$ cat src/design/frlx_pkg.sv
`timescale 1ns / 1ps
// ----------------------------------------------------------------------------
// frlx_pkg - shared types and constants of the framed line receiver
// Event codes, character constants, line state and result structures, and
// the hex digit decoder used by the line tracker.
// ----------------------------------------------------------------------------
package frlx_pkg;

    // Largest number of bytes held in one line
    localparam int MAX_LINE = 128;
    // Fill counter holds 0 .. MAX_LINE
    localparam int FILL_W   = $clog2(MAX_LINE + 1);
    // Capacity register width
    localparam int CAP_W    = 8;
    // Comparison width: room for the fill count plus a small offset, and the capacity
    localparam int CMP_W    = (FILL_W > CAP_W) ? FILL_W + 1 : CAP_W + 1;

    localparam logic [CAP_W-1:0] CAP_RESET = CAP_W'(128);

    // Characters
    localparam logic [7:0] CH_DOLLAR = 8'h24;
    localparam logic [7:0] CH_STAR   = 8'h2A;
    localparam logic [7:0] CH_LF     = 8'h0A;
    localparam logic [7:0] CH_CR     = 8'h0D;
    localparam logic [7:0] CH_0      = 8'h30;
    localparam logic [7:0] CH_9      = 8'h39;
    localparam logic [7:0] CH_UA     = 8'h41;
    localparam logic [7:0] CH_UF     = 8'h46;
    localparam logic [7:0] CH_LA     = 8'h61;
    localparam logic [7:0] CH_LF_HEX = 8'h66;

    // Shortest line that can be good, and saturation of the after-star count
    localparam int MIN_GOOD_LEN  = 5;
    localparam logic [2:0] AFTER_STAR_MAX = 3'd4;

    typedef enum logic [2:0] {
        EV_IGNORED      = 3'd0,
        EV_FRAME_START  = 3'd1,
        EV_BYTE_STORED  = 3'd2,
        EV_LINE_GOOD    = 3'd3,
        EV_LINE_BAD     = 3'd4,
        EV_LINE_DROPPED = 3'd5
    } event_t;

    // Request held in the input register
    typedef struct packed {
        logic       valid;
        logic [7:0] rx_byte;
    } stage_req_t;

    // Per-line tracking state
    typedef struct packed {
        logic              in_frame;
        logic [FILL_W-1:0] fill_count;
        logic [7:0]        running_xor;
        logic [FILL_W-1:0] star_index;
        logic              star_seen;
        logic [2:0]        after_star_count;
        logic [7:0]        first_hex_char;
        logic [7:0]        second_hex_char;
        logic              last_byte_was_cr;
    } line_state_t;

    // One result
    typedef struct packed {
        event_t     event_res;
        logic [7:0] data_byte;
        logic [6:0] byte_position;
        logic [6:0] line_length;
        logic [7:0] received_checksum;
        logic [7:0] computed_checksum;
    } result_t;

    // Hex digit decode: bit 4 is the valid flag, bits 3:0 the value
    function automatic logic [4:0] hex_value(input logic [7:0] c);
        logic [4:0] r;
        r = 5'd0;
        if (c >= CH_0 && c <= CH_9)
            r = {1'b1, 4'(c - CH_0)};
        else if (c >= CH_UA && c <= CH_UF)
            r = {1'b1, 4'(c - CH_UA + 8'd10)};
        else if (c >= CH_LA && c <= CH_LF_HEX)
            r = {1'b1, 4'(c - CH_LA + 8'd10)};
        return r;
    endfunction

endpackage

$ cat src/design/frlx_input_stage.sv
`timescale 1ns / 1ps
// ----------------------------------------------------------------------------
// frlx_input_stage - input request register
// Captures one received byte per cycle and holds it while the pipeline
// ahead is stalled.
// ----------------------------------------------------------------------------
module frlx_input_stage
(
    input  logic                  clk,
    input  logic                  rst_n,
    input  logic                  in_valid,
    output logic                  in_stall,
    input  logic [7:0]            rx_byte,
    input  logic                  take,
    output frlx_pkg::stage_req_t  req
);

    logic       valid_reg;
    logic       valid_next;
    logic [7:0] byte_reg;

    // Register is free when empty or when its request moves on this cycle
    assign in_stall   = valid_reg && !take;
    assign valid_next = in_stall ? valid_reg : in_valid;

    always_ff @(posedge clk or negedge rst_n)
    begin
        if (!rst_n)
        begin
            valid_reg <= 1'b0;
        end
        else
        begin
            valid_reg <= valid_next;
        end
    end

    // Payload: loaded on accept only
    always_ff @(posedge clk)
    begin
        if (in_valid && !in_stall)
        begin
            byte_reg <= rx_byte;
        end
    end

    assign req.valid   = valid_reg;
    assign req.rx_byte = byte_reg;

endmodule

$ cat src/design/frlx_line_tracker.sv
`timescale 1ns / 1ps
// ----------------------------------------------------------------------------
// frlx_line_tracker - per-byte line state update and result decode
// Holds the frame state and the capacity register, and works out the result
// of the byte in the input register in a single pass.
// ----------------------------------------------------------------------------
module frlx_line_tracker
(
    input  logic                           clk,
    input  logic                           rst_n,
    input  logic                           cfg_write_en,
    input  logic [frlx_pkg::CAP_W-1:0]     cfg_write_data,
    input  frlx_pkg::stage_req_t           req,
    input  logic                           take,
    output frlx_pkg::result_t              res
);

    localparam int CMP_W = frlx_pkg::CMP_W;

    frlx_pkg::line_state_t         st_reg;
    frlx_pkg::line_state_t         st_next;
    logic [frlx_pkg::CAP_W-1:0]    cap_reg;

    logic [7:0]       b;
    logic [CMP_W-1:0] len_full;
    logic [CMP_W-1:0] len;
    logic [CMP_W-1:0] star_pos;
    logic             held_full;
    logic             strip;
    logic             drop;
    logic [7:0]       computed;
    logic [4:0]       hi;
    logic [4:0]       lo;
    logic             digits_ok;
    logic [7:0]       received;
    logic             good;
    logic             fire;

    assign b    = req.rx_byte;
    assign fire = req.valid && take;

    // Line close terms
    always_comb
    begin
        len_full  = CMP_W'(st_reg.fill_count);
        star_pos  = CMP_W'(st_reg.star_index);
        held_full = len_full >= CMP_W'(frlx_pkg::MAX_LINE);
        strip     = st_reg.last_byte_was_cr;
        len       = (!held_full && strip) ? len_full - CMP_W'(1) : len_full;
        drop      = held_full || (len >= CMP_W'(cap_reg));
        computed  = (strip && !st_reg.star_seen) ? (st_reg.running_xor ^ frlx_pkg::CH_CR)
                                                 : st_reg.running_xor;
        hi        = frlx_pkg::hex_value(st_reg.first_hex_char);
        lo        = frlx_pkg::hex_value(st_reg.second_hex_char);
        digits_ok = st_reg.star_seen && (st_reg.after_star_count >= 3'd2)
                    && (star_pos + CMP_W'(2) < len) && hi[4] && lo[4];
        received  = digits_ok ? {hi[3:0], lo[3:0]} : 8'd0;
        good      = (len >= CMP_W'(frlx_pkg::MIN_GOOD_LEN)) && st_reg.star_seen
                    && digits_ok && (star_pos + CMP_W'(3) == len)
                    && (received == computed);
    end

    // Next state and result of the current byte
    always_comb
    begin
        st_next = st_reg;
        res     = '0;
        res.event_res = frlx_pkg::EV_IGNORED;
        priority if (b == frlx_pkg::CH_DOLLAR)
        begin
            st_next            = '0;
            st_next.in_frame   = 1'b1;
            st_next.fill_count = frlx_pkg::FILL_W'(1);
            res.event_res      = frlx_pkg::EV_FRAME_START;
            res.data_byte      = b;
        end
        else if (!st_reg.in_frame)
        begin
            res.event_res = frlx_pkg::EV_IGNORED;
        end
        else if (b == frlx_pkg::CH_LF)
        begin
            st_next = '0;
            if (drop)
            begin
                res.event_res = frlx_pkg::EV_LINE_DROPPED;
            end
            else
            begin
                res.event_res         = good ? frlx_pkg::EV_LINE_GOOD : frlx_pkg::EV_LINE_BAD;
                res.line_length       = 7'(len);
                res.received_checksum = received;
                res.computed_checksum = computed;
            end
        end
        else if (held_full)
        begin
            // Overflow: the byte is lost and the frame left
            st_next       = '0;
            res.event_res = frlx_pkg::EV_LINE_DROPPED;
        end
        else
        begin
            if (!st_reg.star_seen)
            begin
                if (b == frlx_pkg::CH_STAR)
                begin
                    st_next.star_seen        = 1'b1;
                    st_next.star_index       = st_reg.fill_count;
                    st_next.after_star_count = 3'd0;
                end
                else
                begin
                    st_next.running_xor = st_reg.running_xor ^ b;
                end
            end
            else
            begin
                if (st_reg.after_star_count == 3'd0)
                    st_next.first_hex_char = b;
                else if (st_reg.after_star_count == 3'd1)
                    st_next.second_hex_char = b;
                if (st_reg.after_star_count < frlx_pkg::AFTER_STAR_MAX)
                    st_next.after_star_count = st_reg.after_star_count + 3'd1;
            end
            st_next.last_byte_was_cr = (b == frlx_pkg::CH_CR);
            st_next.fill_count       = st_reg.fill_count + frlx_pkg::FILL_W'(1);
            res.event_res            = frlx_pkg::EV_BYTE_STORED;
            res.data_byte            = b;
            res.byte_position        = 7'(st_reg.fill_count);
        end
    end

    // State register
    always_ff @(posedge clk or negedge rst_n)
    begin
        if (!rst_n)
        begin
            st_reg <= '0;
        end
        else if (fire)
        begin
            st_reg <= st_next;
        end
    end

    // Capacity register
    always_ff @(posedge clk or negedge rst_n)
    begin
        if (!rst_n)
        begin
            cap_reg <= frlx_pkg::CAP_RESET;
        end
        else if (cfg_write_en)
        begin
            cap_reg <= cfg_write_data;
        end
    end

endmodule

$ cat src/design/frlx_output_stage.sv
`timescale 1ns / 1ps
// ----------------------------------------------------------------------------
// frlx_output_stage - result register
// Holds one result until the consumer takes it; frees itself in the same
// cycle that its contents are taken.
// ----------------------------------------------------------------------------
module frlx_output_stage
(
    input  logic               clk,
    input  logic               rst_n,
    input  logic               in_req_valid,
    input  frlx_pkg::result_t  res,
    output logic               take,
    output logic               out_valid,
    input  logic               out_stall,
    output frlx_pkg::result_t  out_res
);

    logic              valid_reg;
    frlx_pkg::result_t res_reg;

    // Load when empty or when the held result leaves now
    assign take = !valid_reg || !out_stall;

    always_ff @(posedge clk or negedge rst_n)
    begin
        if (!rst_n)
        begin
            valid_reg <= 1'b0;
        end
        else if (take)
        begin
            valid_reg <= in_req_valid;
        end
    end

    always_ff @(posedge clk)
    begin
        if (take && in_req_valid)
        begin
            res_reg <= res;
        end
    end

    assign out_valid = valid_reg;
    assign out_res   = res_reg;

endmodule

$ cat src/design/framed_line_receiver_xor_check_top.sv
`timescale 1ns / 1ps
// ----------------------------------------------------------------------------
// framed_line_receiver_xor_check_top - framed line receiver with XOR check
// Tracks '$'-framed text lines byte by byte and reports each line's status.
// ----------------------------------------------------------------------------
// Takes one received byte per clock while no stall is applied, and gives
// exactly one result per byte. The byte is caught in the input register,
// and its result goes into the result register once that register is free.
// With no stall applied, the sustained rate is one byte per cycle: the whole
// line state update for a byte is a single pass of logic in the line tracker
// between those two registers. A stall on the result side holds a full result
// register at once, and stalls the input side in the same cycle whenever the
// input register is also occupied, so at most two bytes wait inside the block.
// The capacity register resets to 128 and may only be written while no byte
// is in flight.
module framed_line_receiver_xor_check_top
(
    input  logic                       clk,
    input  logic                       rst_n,
    input  logic                       cfg_write_en,
    input  logic [frlx_pkg::CAP_W-1:0] cfg_write_data,
    input  logic                       in_valid,
    output logic                       in_stall,
    input  logic [7:0]                 rx_byte,
    output logic                       out_valid,
    input  logic                       out_stall,
    output logic [2:0]                 event_res,
    output logic [7:0]                 data_byte,
    output logic [6:0]                 byte_position,
    output logic [6:0]                 line_length,
    output logic [7:0]                 received_checksum,
    output logic [7:0]                 computed_checksum
);

    frlx_pkg::stage_req_t req;
    frlx_pkg::result_t    res;
    frlx_pkg::result_t    out_res;
    logic                 take;

    frlx_input_stage u_input
    (
        .clk      (clk),
        .rst_n    (rst_n),
        .in_valid (in_valid),
        .in_stall (in_stall),
        .rx_byte  (rx_byte),
        .take     (take),
        .req      (req)
    );

    frlx_line_tracker u_tracker
    (
        .clk            (clk),
        .rst_n          (rst_n),
        .cfg_write_en   (cfg_write_en),
        .cfg_write_data (cfg_write_data),
        .req            (req),
        .take           (take),
        .res            (res)
    );

    frlx_output_stage u_output
    (
        .clk          (clk),
        .rst_n        (rst_n),
        .in_req_valid (req.valid),
        .res          (res),
        .take         (take),
        .out_valid    (out_valid),
        .out_stall    (out_stall),
        .out_res      (out_res)
    );

    // Result fields to ports
    assign event_res         = 3'(out_res.event_res);
    assign data_byte         = out_res.data_byte;
    assign byte_position     = out_res.byte_position;
    assign line_length       = out_res.line_length;
    assign received_checksum = out_res.received_checksum;
    assign computed_checksum = out_res.computed_checksum;

endmodule

$ cat config.mk
export PLATFORM = sky130hd
export DESIGN_NAME = framed_line_receiver_xor_check_top
export DESIGN_NICKNAME = d
export VERILOG_FILES = /design/src/design/frlx_pkg.sv /design/src/design/frlx_input_stage.sv /design/src/design/frlx_line_tracker.sv /design/src/design/frlx_output_stage.sv /design/src/design/framed_line_receiver_xor_check_top.sv
export SDC_FILE = /design/constraint.sdc
export NUM_CORES = 1
export LEC_CHECK = 0
export BUFFER_PORTS_ARGS = -buffer_cell sky130_fd_sc_hd__buf_2
export CAP_MARGIN = 20
export CORE_MARGIN = 10
export CORE_UTILIZATION = 50
export CTS_CLUSTER_SIZE = 40
export DETAILED_ROUTE_END_ITERATION = 12
export PLACE_DENSITY = 0.7
export SLEW_MARGIN = 20
export SYNTH_ARGS = -nofsm -noshare
export SYNTH_HDL_FRONTEND = slang
export SYNTH_SLANG_ARGS = --single-unit
$ cat constraint.sdc
create_clock -name clk -period 3.94 [get_ports clk]
set_input_delay 0.394 -clock clk [delete_from_list [all_inputs] [get_ports clk]]
set_output_delay 0.394 -clock clk [all_outputs]
set_load 0.01 [all_outputs]
# ---- Yosys cells after proc, flatten, opt, wreduce, memory -nomap -nowiden
# Cells that the tools add are included.
dict set report word_totals {
  register_bits 105
  word_cells 145
}
dict set report classes {
  n_addsub 15
  order_cmp 18
  n_eq_ne 11
  n_mux 34
  bitwise 4
  n_reduce_logical 43
}
# op count
set op_table {}
lappend op_table {{two-way mux 46 bit} 3}
lappend op_table {{two-way mux 8 bit} 6}
lappend op_table {{two-way mux 23 bit} 2}
lappend op_table {{two-way mux 45 bit} 1}
lappend op_table {{two-way mux 38 bit} 1}
lappend op_table {{>= comparator 8 x 7 -> 1 bit (second input constant)} 4}
lappend op_table {{<= comparator 8 x 7 -> 1 bit (second input constant)} 4}
lappend op_table {{two-way mux 15 bit} 2}
lappend op_table {{two-way mux 5 bit} 6}
lappend op_table {{subtractor 4 x 1 -> 4 bit (second input constant)} 6}
lappend op_table {{logical AND 1 bit} 19}
lappend op_table {{adder 8 x 2 -> 9 bit (second input constant)} 2}
lappend op_table {{two-way mux 3 bit} 6}
lappend op_table {{two-way mux 17 bit} 1}
lappend op_table {{adder 4 bit (second input constant)} 4}
lappend op_table {{equality test 8 x 4 -> 1 bit (second input constant)} 2}
lappend op_table {{equality test 8 x 6 -> 1 bit (second input constant)} 2}
lappend op_table {{>= comparator 8 x 6 -> 1 bit (second input constant)} 2}
lappend op_table {{<= comparator 8 x 6 -> 1 bit (second input constant)} 2}
lappend op_table {{two-way mux 16 bit} 1}
lappend op_table {{AND reduction 4 bit} 4}
lappend op_table {{nonzero test 4 bit} 4}
lappend op_table {{two-way mux 12 bit} 1}
lappend op_table {{equality test 9 bit} 1}
lappend op_table {{other kinds (29)} 39}

# ---- Depth between registers and ports, before layout
# Gate-level depths: netlist of the first run.
dict set report logic_depth {
  word_depth 15
  depth_mapped 15
}

# ---- Cells and area by module
# A second synthesis of the first run with hierarchy kept.
dict set report unflattened {
  hier_cells 545
  hier_area_um2 5825.6
}
# mod n_inst cells_per_inst area_each_um2 seq_area_each_um2
set by_module_without_submodules {}
lappend by_module_without_submodules {frlx_line_tracker 1 486 4241.6 1352.5}
lappend by_module_without_submodules {frlx_output_stage 1 45 1278.7 1256.2}
lappend by_module_without_submodules {frlx_input_stage 1 14 305.3 265.3}

# ---- Worst setup path before layout of the first run
# No wires, ideal clock.
dict set report synth_path {
  path_type {flip-flop to flip-flop}
  from {register u_tracker.st_reg (netlist bit u_tracker.len_full[0])}
  to {register u_output.res_reg (netlist bit u_output.out_res[39]), data pin}
  setup_ns 0.165
  arrival_ns 3.290
  setup_slack_ns 0.485
  stages_incl_launch_ff 16
  path_buffers 1
  path_cell_list {dfrtp_1 > inv_1 > ha_1 > and3b_1 > buf_2 > nand2_1 > xor2_1 > ha_1 > nand3_1 > nand2b_1 > o31ai_1 > a31oi_1 > o41ai_2 > o21ai_0 > a2111o_1 > o31ai_2}
}
dict set report synth_between {
  elab_chain_len 14
  word_cells_on_any_way 23
}
# item line_no
set synth_lines {}
lappend synth_lines {{from (decl)} frlx_line_tracker.sv:20} ;# frlx_pkg::line_state_t st_reg;
lappend synth_lines {{from (signal assigned)} frlx_line_tracker.sv:143} ;# st_reg <= st_next;
lappend synth_lines {{>= comparator 8 bit} frlx_line_tracker.sv:47} ;# held_full = len_full >= CMP_W'(frlx_pkg::MAX_LINE);
lappend synth_lines {{zero test 1 bit} frlx_line_tracker.sv:49} ;# len = (!held_full && strip) ? len_full - CMP_W'(1) : len_full;
lappend synth_lines {{logical AND 1 bit} frlx_line_tracker.sv:49}
lappend synth_lines {{two-way mux 9 bit} frlx_line_tracker.sv:49}
lappend synth_lines {{less-than comparator 9 bit} frlx_line_tracker.sv:56} ;# && (star_pos + CMP_W'(2) < len) && hi[4] && lo[4];
lappend synth_lines {{logical AND 1 bit (3 in a row)} frlx_line_tracker.sv:56}
lappend synth_lines {{two-way mux 8 bit / logical AND 1 bit (equally long branches)} {frlx_line_tracker.sv:57, frlx_line_tracker.sv:59}}
lappend synth_lines {{equality test 8 bit / logical AND 1 bit (equally long branches)} {frlx_line_tracker.sv:60, frlx_line_tracker.sv:59}}
lappend synth_lines {{logical AND 1 bit} frlx_line_tracker.sv:60} ;# && (received == computed);
lappend synth_lines {{two-way mux 3 bit} frlx_line_tracker.sv:90} ;# res.event_res = good ? frlx_pkg::EV_LINE_GOOD : frlx_pkg::EV_LINE_BAD;
lappend synth_lines {{two-way mux 3 bit} frlx_line_tracker.sv:84} ;# if (drop)
lappend synth_lines {{two-way mux 3 bit *} frlx_line_tracker.sv:81} ;# else if (b == frlx_pkg::CH_LF)
lappend synth_lines {{to (signal assigned)} frlx_output_stage.sv:41} ;# res_reg <= res;
lappend synth_lines {{to (decl)} frlx_output_stage.sv:20} ;# frlx_pkg::result_t res_reg;
# Mark *: on every way between the ends. The rest lies on a longest branch, timed or not.
# A chain may end at the register's enable or synchronous reset.

# ---- Worst setup path in the final report of the first run
dict set report layout_path {
  from {register u_tracker.st_reg (netlist bit u_tracker.len_full[0])}
  to {register u_output.res_reg (netlist bit u_output.out_res[39]), data pin}
}
dict set report layout_between {
  elab_chain_len 14
  word_cells_on_any_way 23
}
# item line_no
set layout_lines {}
lappend layout_lines {{>= comparator 8 bit} frlx_line_tracker.sv:47}
lappend layout_lines {{zero test 1 bit} frlx_line_tracker.sv:49}
lappend layout_lines {{logical AND 1 bit} frlx_line_tracker.sv:49}
lappend layout_lines {{two-way mux 9 bit *} frlx_line_tracker.sv:49}
lappend layout_lines {{named net u_tracker.len[1]} frlx_line_tracker.sv:26} ;# logic [CMP_W-1:0] len;
lappend layout_lines {{less-than comparator 9 bit} frlx_line_tracker.sv:56}
lappend layout_lines {{logical AND 1 bit (3 in a row)} frlx_line_tracker.sv:56}
lappend layout_lines {{two-way mux 8 bit / logical AND 1 bit (equally long branches)} {frlx_line_tracker.sv:57, frlx_line_tracker.sv:59}}
lappend layout_lines {{equality test 8 bit / logical AND 1 bit (equally long branches)} {frlx_line_tracker.sv:60, frlx_line_tracker.sv:59}}
lappend layout_lines {{logical AND 1 bit} frlx_line_tracker.sv:60}
lappend layout_lines {{two-way mux 3 bit} frlx_line_tracker.sv:90}
lappend layout_lines {{two-way mux 3 bit *} frlx_line_tracker.sv:84}
lappend layout_lines {{two-way mux 3 bit *} frlx_line_tracker.sv:81}
# Mark *: on every way through the listed nets, which the timed path passes. The rest lies on a longest branch.

==> impl_results.md, run 1 <==
- #FFs+latches synth: 105
- Synth async-reset ratio: 0.533
- Count leader, synth: nand2_1
- Crit-path cells: inv_2, ha_1, mux2i_2, inv_1, ha_1, a21oi_1, a21oi_1, a31oi_1, o41ai_4, or3_1, a2111o_1, o31ai_2
- Status: complete, no violations
- Final worst-path cycle share: 0.951
- LEAKAGE: 2.91 nW
- CTS tree: built
- Final hold vios: 0
- CTS Sinks: 105
- Netlist cell types: 77
- Crit. End Element: register
- Die ar.: 16600 µm²
- Cells after Synth: 566
- Post-synthesis sequential area ratio: 0.485
- Hold WS: 0.106 ns
- RD Place Congestion: 0.938
- Clock Skew: 0.0113 ns
- Postcts setup bufs: 0
- HP Class: input port to async pin
- Worst-skew pair later-pin latency: 0.36 ns
- Largest net degree at the start of global routing: 45
- Die Y: 129 µm
- Place WS: 0.0647 ns
- FF/Latch Area: 2870 µm²
- Syn Nets: 616
- # setup viols final: 0
- CP Max Fanout: 7
- Synthesized area per cell: 10.5 µm²
- Multi-input gate area: 2820 µm²
- Max-slew violations: 0
- Post-synthesis cell area: 5930 µm²
- Max incr delay on CP: 0.50 ns
- Maxcap violations: 0
- Yosys top cell by area: edfxtp_1
- Inserted Clock Buffers: 9
- Required @ worst endpoint: 4.12 ns
- Buffers on Ports: 63
- Dominant synthesized flop cell: dfrtp_1
- Final setup margin: 0.194 ns
- Worst IR Drop VDD: 254 µV
- Detailed Route WL: 14300 µm
- Number of synthesized flops with an enable pin: 49
- Area contributors post-synth: edfxtp_1 (25%), dfrtp_1 (23%), ha_1 (6.1%)
- Slew margin rel.: 0.432
- Avg WL per Cell: 18.4 µm
- Post-layout min period: 3.75 ns
- FP Rows: 39
- Ys Warns: 0
- Inserted Diodes: 0
- Io pins: 64
- Overall via count from detail_route: 4335
- RSZ-0062 raised after global routing: no
- Clk slew on worst S/H paths: 0.07 ns
- CTS Buffer Depth: 2
- Global route overflow: 0
- Share of the synthesized area in the top cell type: 0.248
- Area growth, synth to finish: 12.5%
- H-tree depth: 3
- Root cell of the clock tree: clkbuf_16
- Worst EP arrival: 3.93 ns
- Post-DP HPWL: 10800 µm
- Crit path launch type: register
- Worst Tran Pin Value: 0.847 ns
- Core area: 11500 µm²
- Number of global-route vias before repair: 4448
- DIE WIDTH: 129 µm
- Setup TNS Final: 0 ns
- Most frequent cells after synthesis: nand2_1 (62), dfrtp_1 (55), edfxtp_1 (49)
- Final #Nets: 676
- Fill count: 990
- Gr usage total: 0.176
- DRC viols: 0
- First-pass GRT wire length: 23200 µm
- Drt first-iter violations: 336
- F_max: 267 MHz
- Initial antenna violation count: 0
- Fraction of layout cells with a size suffix above 1: 0.203
- First-pass iteration count of the detailed router: 5
- Post-route ant nets: 0
- Pwr dens: 407 nW/µm²
- Initial Util: 0.515
- Max reg flops: 41
- Slowest cell on crit path: dfrtp_1
- Setup Crit Path Kind: register to register
- Vias/cell: 5.60
## cells by family after synthesis
| group | Yosys count | share of synthesized area |
|---|---|---|
| buffers and inverters | 56 | 0.0437 |
| and+or+nand+nor | 216 | 0.191 |
| muxes | 16 | 0.0302 |
| AOI/OAI and AO/OA | 98 | 0.117 |
| xor gates and xnor gates | 46 | 0.0722 |
| adders and majority gates | 29 | 0.0612 |
| DFF | 105 | 0.485 |
## per-stage QoR
| stage | power, mW | area (µm²) | util | instances |
|---|---|---|---|---|
| finish | 2.71 | 6670 | 0.579 | 774 |
| global route | 2.85 | 6670 | 0.579 | 774 |
| CTS | 2.72 | 6640 | 0.577 | 774 |
| detailed placement | 1.82 | 6350 | 0.551 | 758 |
| global placement | 1.80 | 6350 | 0.551 | 758 |
| floorplan | 1.67 | 5930 | - | 566 |
## routing by layer
layer,share of wire,vias to the layer above,global-route usage,routed length [µm]
li1,-,2111,-,-
met1,0.47,2078,0.227,6680
met2,0.45,128,0.282,6460
met3,0.060,18,0.0419,852
met4,0.018,0,0.0682,260
met5,0,-,0,0
## final timing paths
check                                             startpoint                                  to  slack, ns  cells after the start
max in group asynchronous                              rst_n    u_tracker.st_reg[12]$_DFFE_PN0P_       3.02                      2
min                                                    rst_n    u_tracker.cap_reg[6]$_DFFE_PN0P_       0.11                      1
min reg2reg                    u_input.valid_reg$_DFFE_PN0N_      u_output.out_valid$_DFFE_PN0N_       0.50                      1
max reg2reg                u_tracker.len_full[0]$_DFFE_PN0P_  u_output.out_res[39]$_SDFFCE_PP0P_       0.19                     12
min in group clk                                  rx_byte[2]       u_input.byte_reg[2]$_DFFE_PP_       0.21                      1
max                        u_tracker.len_full[0]$_DFFE_PN0P_  u_output.out_res[39]$_SDFFCE_PP0P_       0.19                     12
## critical path, delay by kind of cell, from the launching register on
family,cells,cell delay [ns]
compound gates,6,1.50
flops,1,0.50
mux,1,0.30
fa+ha+maj,2,0.65
simple gates,1,0.37
buf+inv,2,0.24
## area by class of cell
class                           instances  area share
Inverter                               35      0.0197
Clock buffer                           11      0.0349
Clock inverter                          5     0.00938
Multi-Input combinational cell        405       0.423
Tap cell                              143      0.0268
Timing Repair Buffer                   70      0.0551
Sequential cell                       105       0.431
## power breakdown
part	total (mW)	internal, mW	switching [mW]
sequential	1.35	1.25	0.104
clock	0.912	0.499	0.413
combinational	0.449	0.186	0.262
total	2.71	1.93	0.779
## placed cells by master (no fill, tap or decap), types with 6 or more instances in the layout
cell	instances
a21o_1	8
a21oi_1	16
and2_1	18
and3_1	9
buf_2	63
buf_4	7
clkbuf_16	9
dfrtp_1	55
edfxtp_1	49
ha_1	29
inv_1	32
mux2_2	12
nand2_1	62
nand2b_1	8
nand3_1	19
nor2_1	48
nor2b_1	6
nor3_1	8
o21ai_0	32
xnor2_1	23
xor2_1	19
## repair_timing
| action | CTS | global route |
|---|---|---|
| gates resized for setup | 0 | 5 |
| hold buffers | 0 | 0 |
| hold endpoints to repair | 0 | 0 |
| setup endpoints to repair | 0 | 3 |
Power figures use the tool's default switching activity.
==> inputs of run 2 (changes only) <==
PLACE_DENSITY = unset   (was 0.7)
PLACE_DENSITY_LB_ADDON = 0.2   (was unset)
==> run 2 against run 1 <==
Net effect:
- via count up 0.37%
- critical path type unchanged
- count of clock-buffer cells in the layout down 2
- sequential power about the same
- critical path depth increased by 2
- highest routed layer unchanged
- register-to-register slack improved by 0.06 ns
- fmax rose by 1.5%
- worst hold slack gained 0.058 ns
- core utilization is 0.15 points lower
- die area did not move
- cell area down 0.26%
==> impl_results.md, run 2 (synthesis results as in run 1) <==
- Status: complete, no violations
- Initial Util: 0.515
- Core area: 11500 µm²
- Initial antenna violation count: 0
- RSZ-0062 raised after global routing: no
- Max reg flops: 41
- Design area: 6650 µm²
- Avg WL per Cell: 18.2 µm
- Internal power: 1.87 mW
- Required @ worst endpoint: 4.14 ns
- Sw Share: 0.295
- Buffers on Ports: 63
- Place WS: 0.0880 ns
- Inserted Diodes: 0
- Clk slew on worst S/H paths: 0.08 ns
- Worst IR Drop VDD: 387 µV
- Slew margin rel.: 0.406
- First-pass iteration count of the detailed router: 5
- Switch Pwr: 783 µW
- Io pins: 64
- Clock Skew: 0.0117 ns
- Vias/cell: 5.61
- Seq pwr share: 0.511
- Crit. End Element: register
- Drt first-iter violations: 480
- Largest net degree at the start of global routing: 57
- Final hold vios: 0
- CTS Hold Bufs: 0
- LEAKAGE: 2.92 nW
- Setup Crit Path Kind: register to register
- FP Rows: 39
- F_max: 271 MHz
- Root cell of the clock tree: clkbuf_16
- Worst EP arrival: 3.89 ns
- Die Y: 129 µm
- Post-layout util: 0.578
- Global route overflow: 0
- Setup TNS Final: 0 ns
- Die ar.: 16600 µm²
- Highest-count cells in the layout ignoring fill and taps: buf_2 (63), nand2_1 (62), dfrtp_1 (54), edfxtp_1 (49), nor2_1 (48)
- Pwr dens: 399 nW/µm²
- Worst Tran Pin Value: 0.890 ns
- Max-slew violations: 0
- CTS tree: built
- Post-route ant nets: 0
- Post-DP HPWL: 10700 µm
- Post-layout min period: 3.69 ns
- Area post-placement: 6360 µm²
- Most common cell after layout, fill and taps aside: buf_2
- Fraction of layout cells with a size suffix above 1: 0.202
- Area growth, synth to finish: 12.2%
- Final setup margin: 0.249 ns
- Fill count: 1015
- CTS Buffer Depth: 2
- DRC viols: 0
- First-pass GRT wire length: 22900 µm
- HP Class: input port to async pin
- Overall via count from detail_route: 4351
- Maxcap violations: 0
- Crit path launch type: register
- Inserted Clock Buffers: 9
- Detailed Route WL: 14100 µm
- Reg2reg path depth: 14
- RD Place Congestion: 0.962
- Final worst-path cycle share: 0.937
- Logic pwr share: 0.167
- Number of global-route vias before repair: 4338
- # setup viols final: 0
- Clock power frac: 0.322
- Worst-skew pair later-pin latency: 0.36 ns
- Final #Nets: 678
- H-tree depth: 3
- Hold WS: 0.164 ns
- DIE WIDTH: 129 µm
- CP Max Fanout: 7
- Gr usage total: 0.176
- CTS Sinks: 105
-- run 2: cell types whose count changed in the layout (fill, tap and decap cells not counted), moves of 2 or more --
cell      delta
buf_4        +2
clkbuf_1     -2
clkinv_4     +2
xor2_1       +2
xor2_2       -2
-- run 2: layer usage --
layer	vias up	wire, µm	global-route usage
li1	2116	-	-
met3	24	1010	0.0587
met5	-	0	0
met2	148	6330	0.270
met1	2063	6470	0.230
met4	0	279	0.0582
-- run 2: layout make-up --
cell class,instances,area (µm²),area share
multi-input cells,405,2810,0.422
flip-flops and latches,105,2880,0.432
repair buffers,72,383,0.0575
well taps,143,179,0.0269
clock buffers,9,225,0.0338
clock inverters,7,52.6,0.00790
inverters,35,131,0.0197
-- run 2: path summary, 6_finish.rpt --
| path | from | end | slack [ns] |
|---|---|---|---|
| min in group clk | rx_byte[2] | u_input.byte_reg[2]$_DFFE_PP_ | 0.21 |
| max in group asynchronous | rst_n | u_tracker.len_full[0]$_DFFE_PN0P_ | 3.25 |
| worst min register to register | u_input.valid_reg$_DFFE_PN0N_ | u_output.out_valid$_DFFE_PN0N_ | 0.50 |
| worst max-delay path | u_tracker.len_full[0]$_DFFE_PN0P_ | u_output.out_res[39]$_SDFFCE_PP0P_ | 0.25 |
| worst max register to register | u_tracker.len_full[0]$_DFFE_PN0P_ | u_output.out_res[39]$_SDFFCE_PP0P_ | 0.25 |
| worst min-delay path | rst_n | u_tracker.st_reg[26]$_DFFE_PN0P_ | 0.16 |
-- run 2: power by group through the flow --
| stage | Sequential [mW] | Clock, mW | Combinational [mW] |
|---|---|---|---|
| after global placement | 1.37 | 0 | 0.433 |
| after detailed placement | 1.38 | 0 | 0.444 |
| after floorplan | 1.36 | 0 | 0.308 |
| after global routing | 1.37 | 0.918 | 0.506 |
| final | 1.36 | 0.854 | 0.444 |
| after CTS | 1.35 | 0.877 | 0.446 |
-- run 2: repair_timing --
action / 4_1_cts / 5_1_grt
endpoints found under the setup margin: 0 / 10
resized for setup: 0 / 2
buffers inserted: 0 / 1
-- run 2: stage by stage --
step	total power, mW	cells
3_3_place_gp	1.80	759
3_5_place_dp	1.82	759
4_1_cts	2.68	775
5_1_grt	2.79	776
6_report	2.65	776
2_1_floorplan	1.67	566
-- run 2: worst max-delay path: stages, from the launching register on --
cell and delay [ns]:
dfrtp_2 0.47, inv_1 0.18, ha_1 0.17, and3b_1 0.30
nand3_1 0.13, xor2_1 0.26, ha_1 0.29, nand3_1 0.12
nand2b_1 0.11, o31ai_1 0.08, a31oi_1 0.27, o41ai_4 0.13
or3_1 0.37, a2111o_1 0.42, o31ai_2 0.24
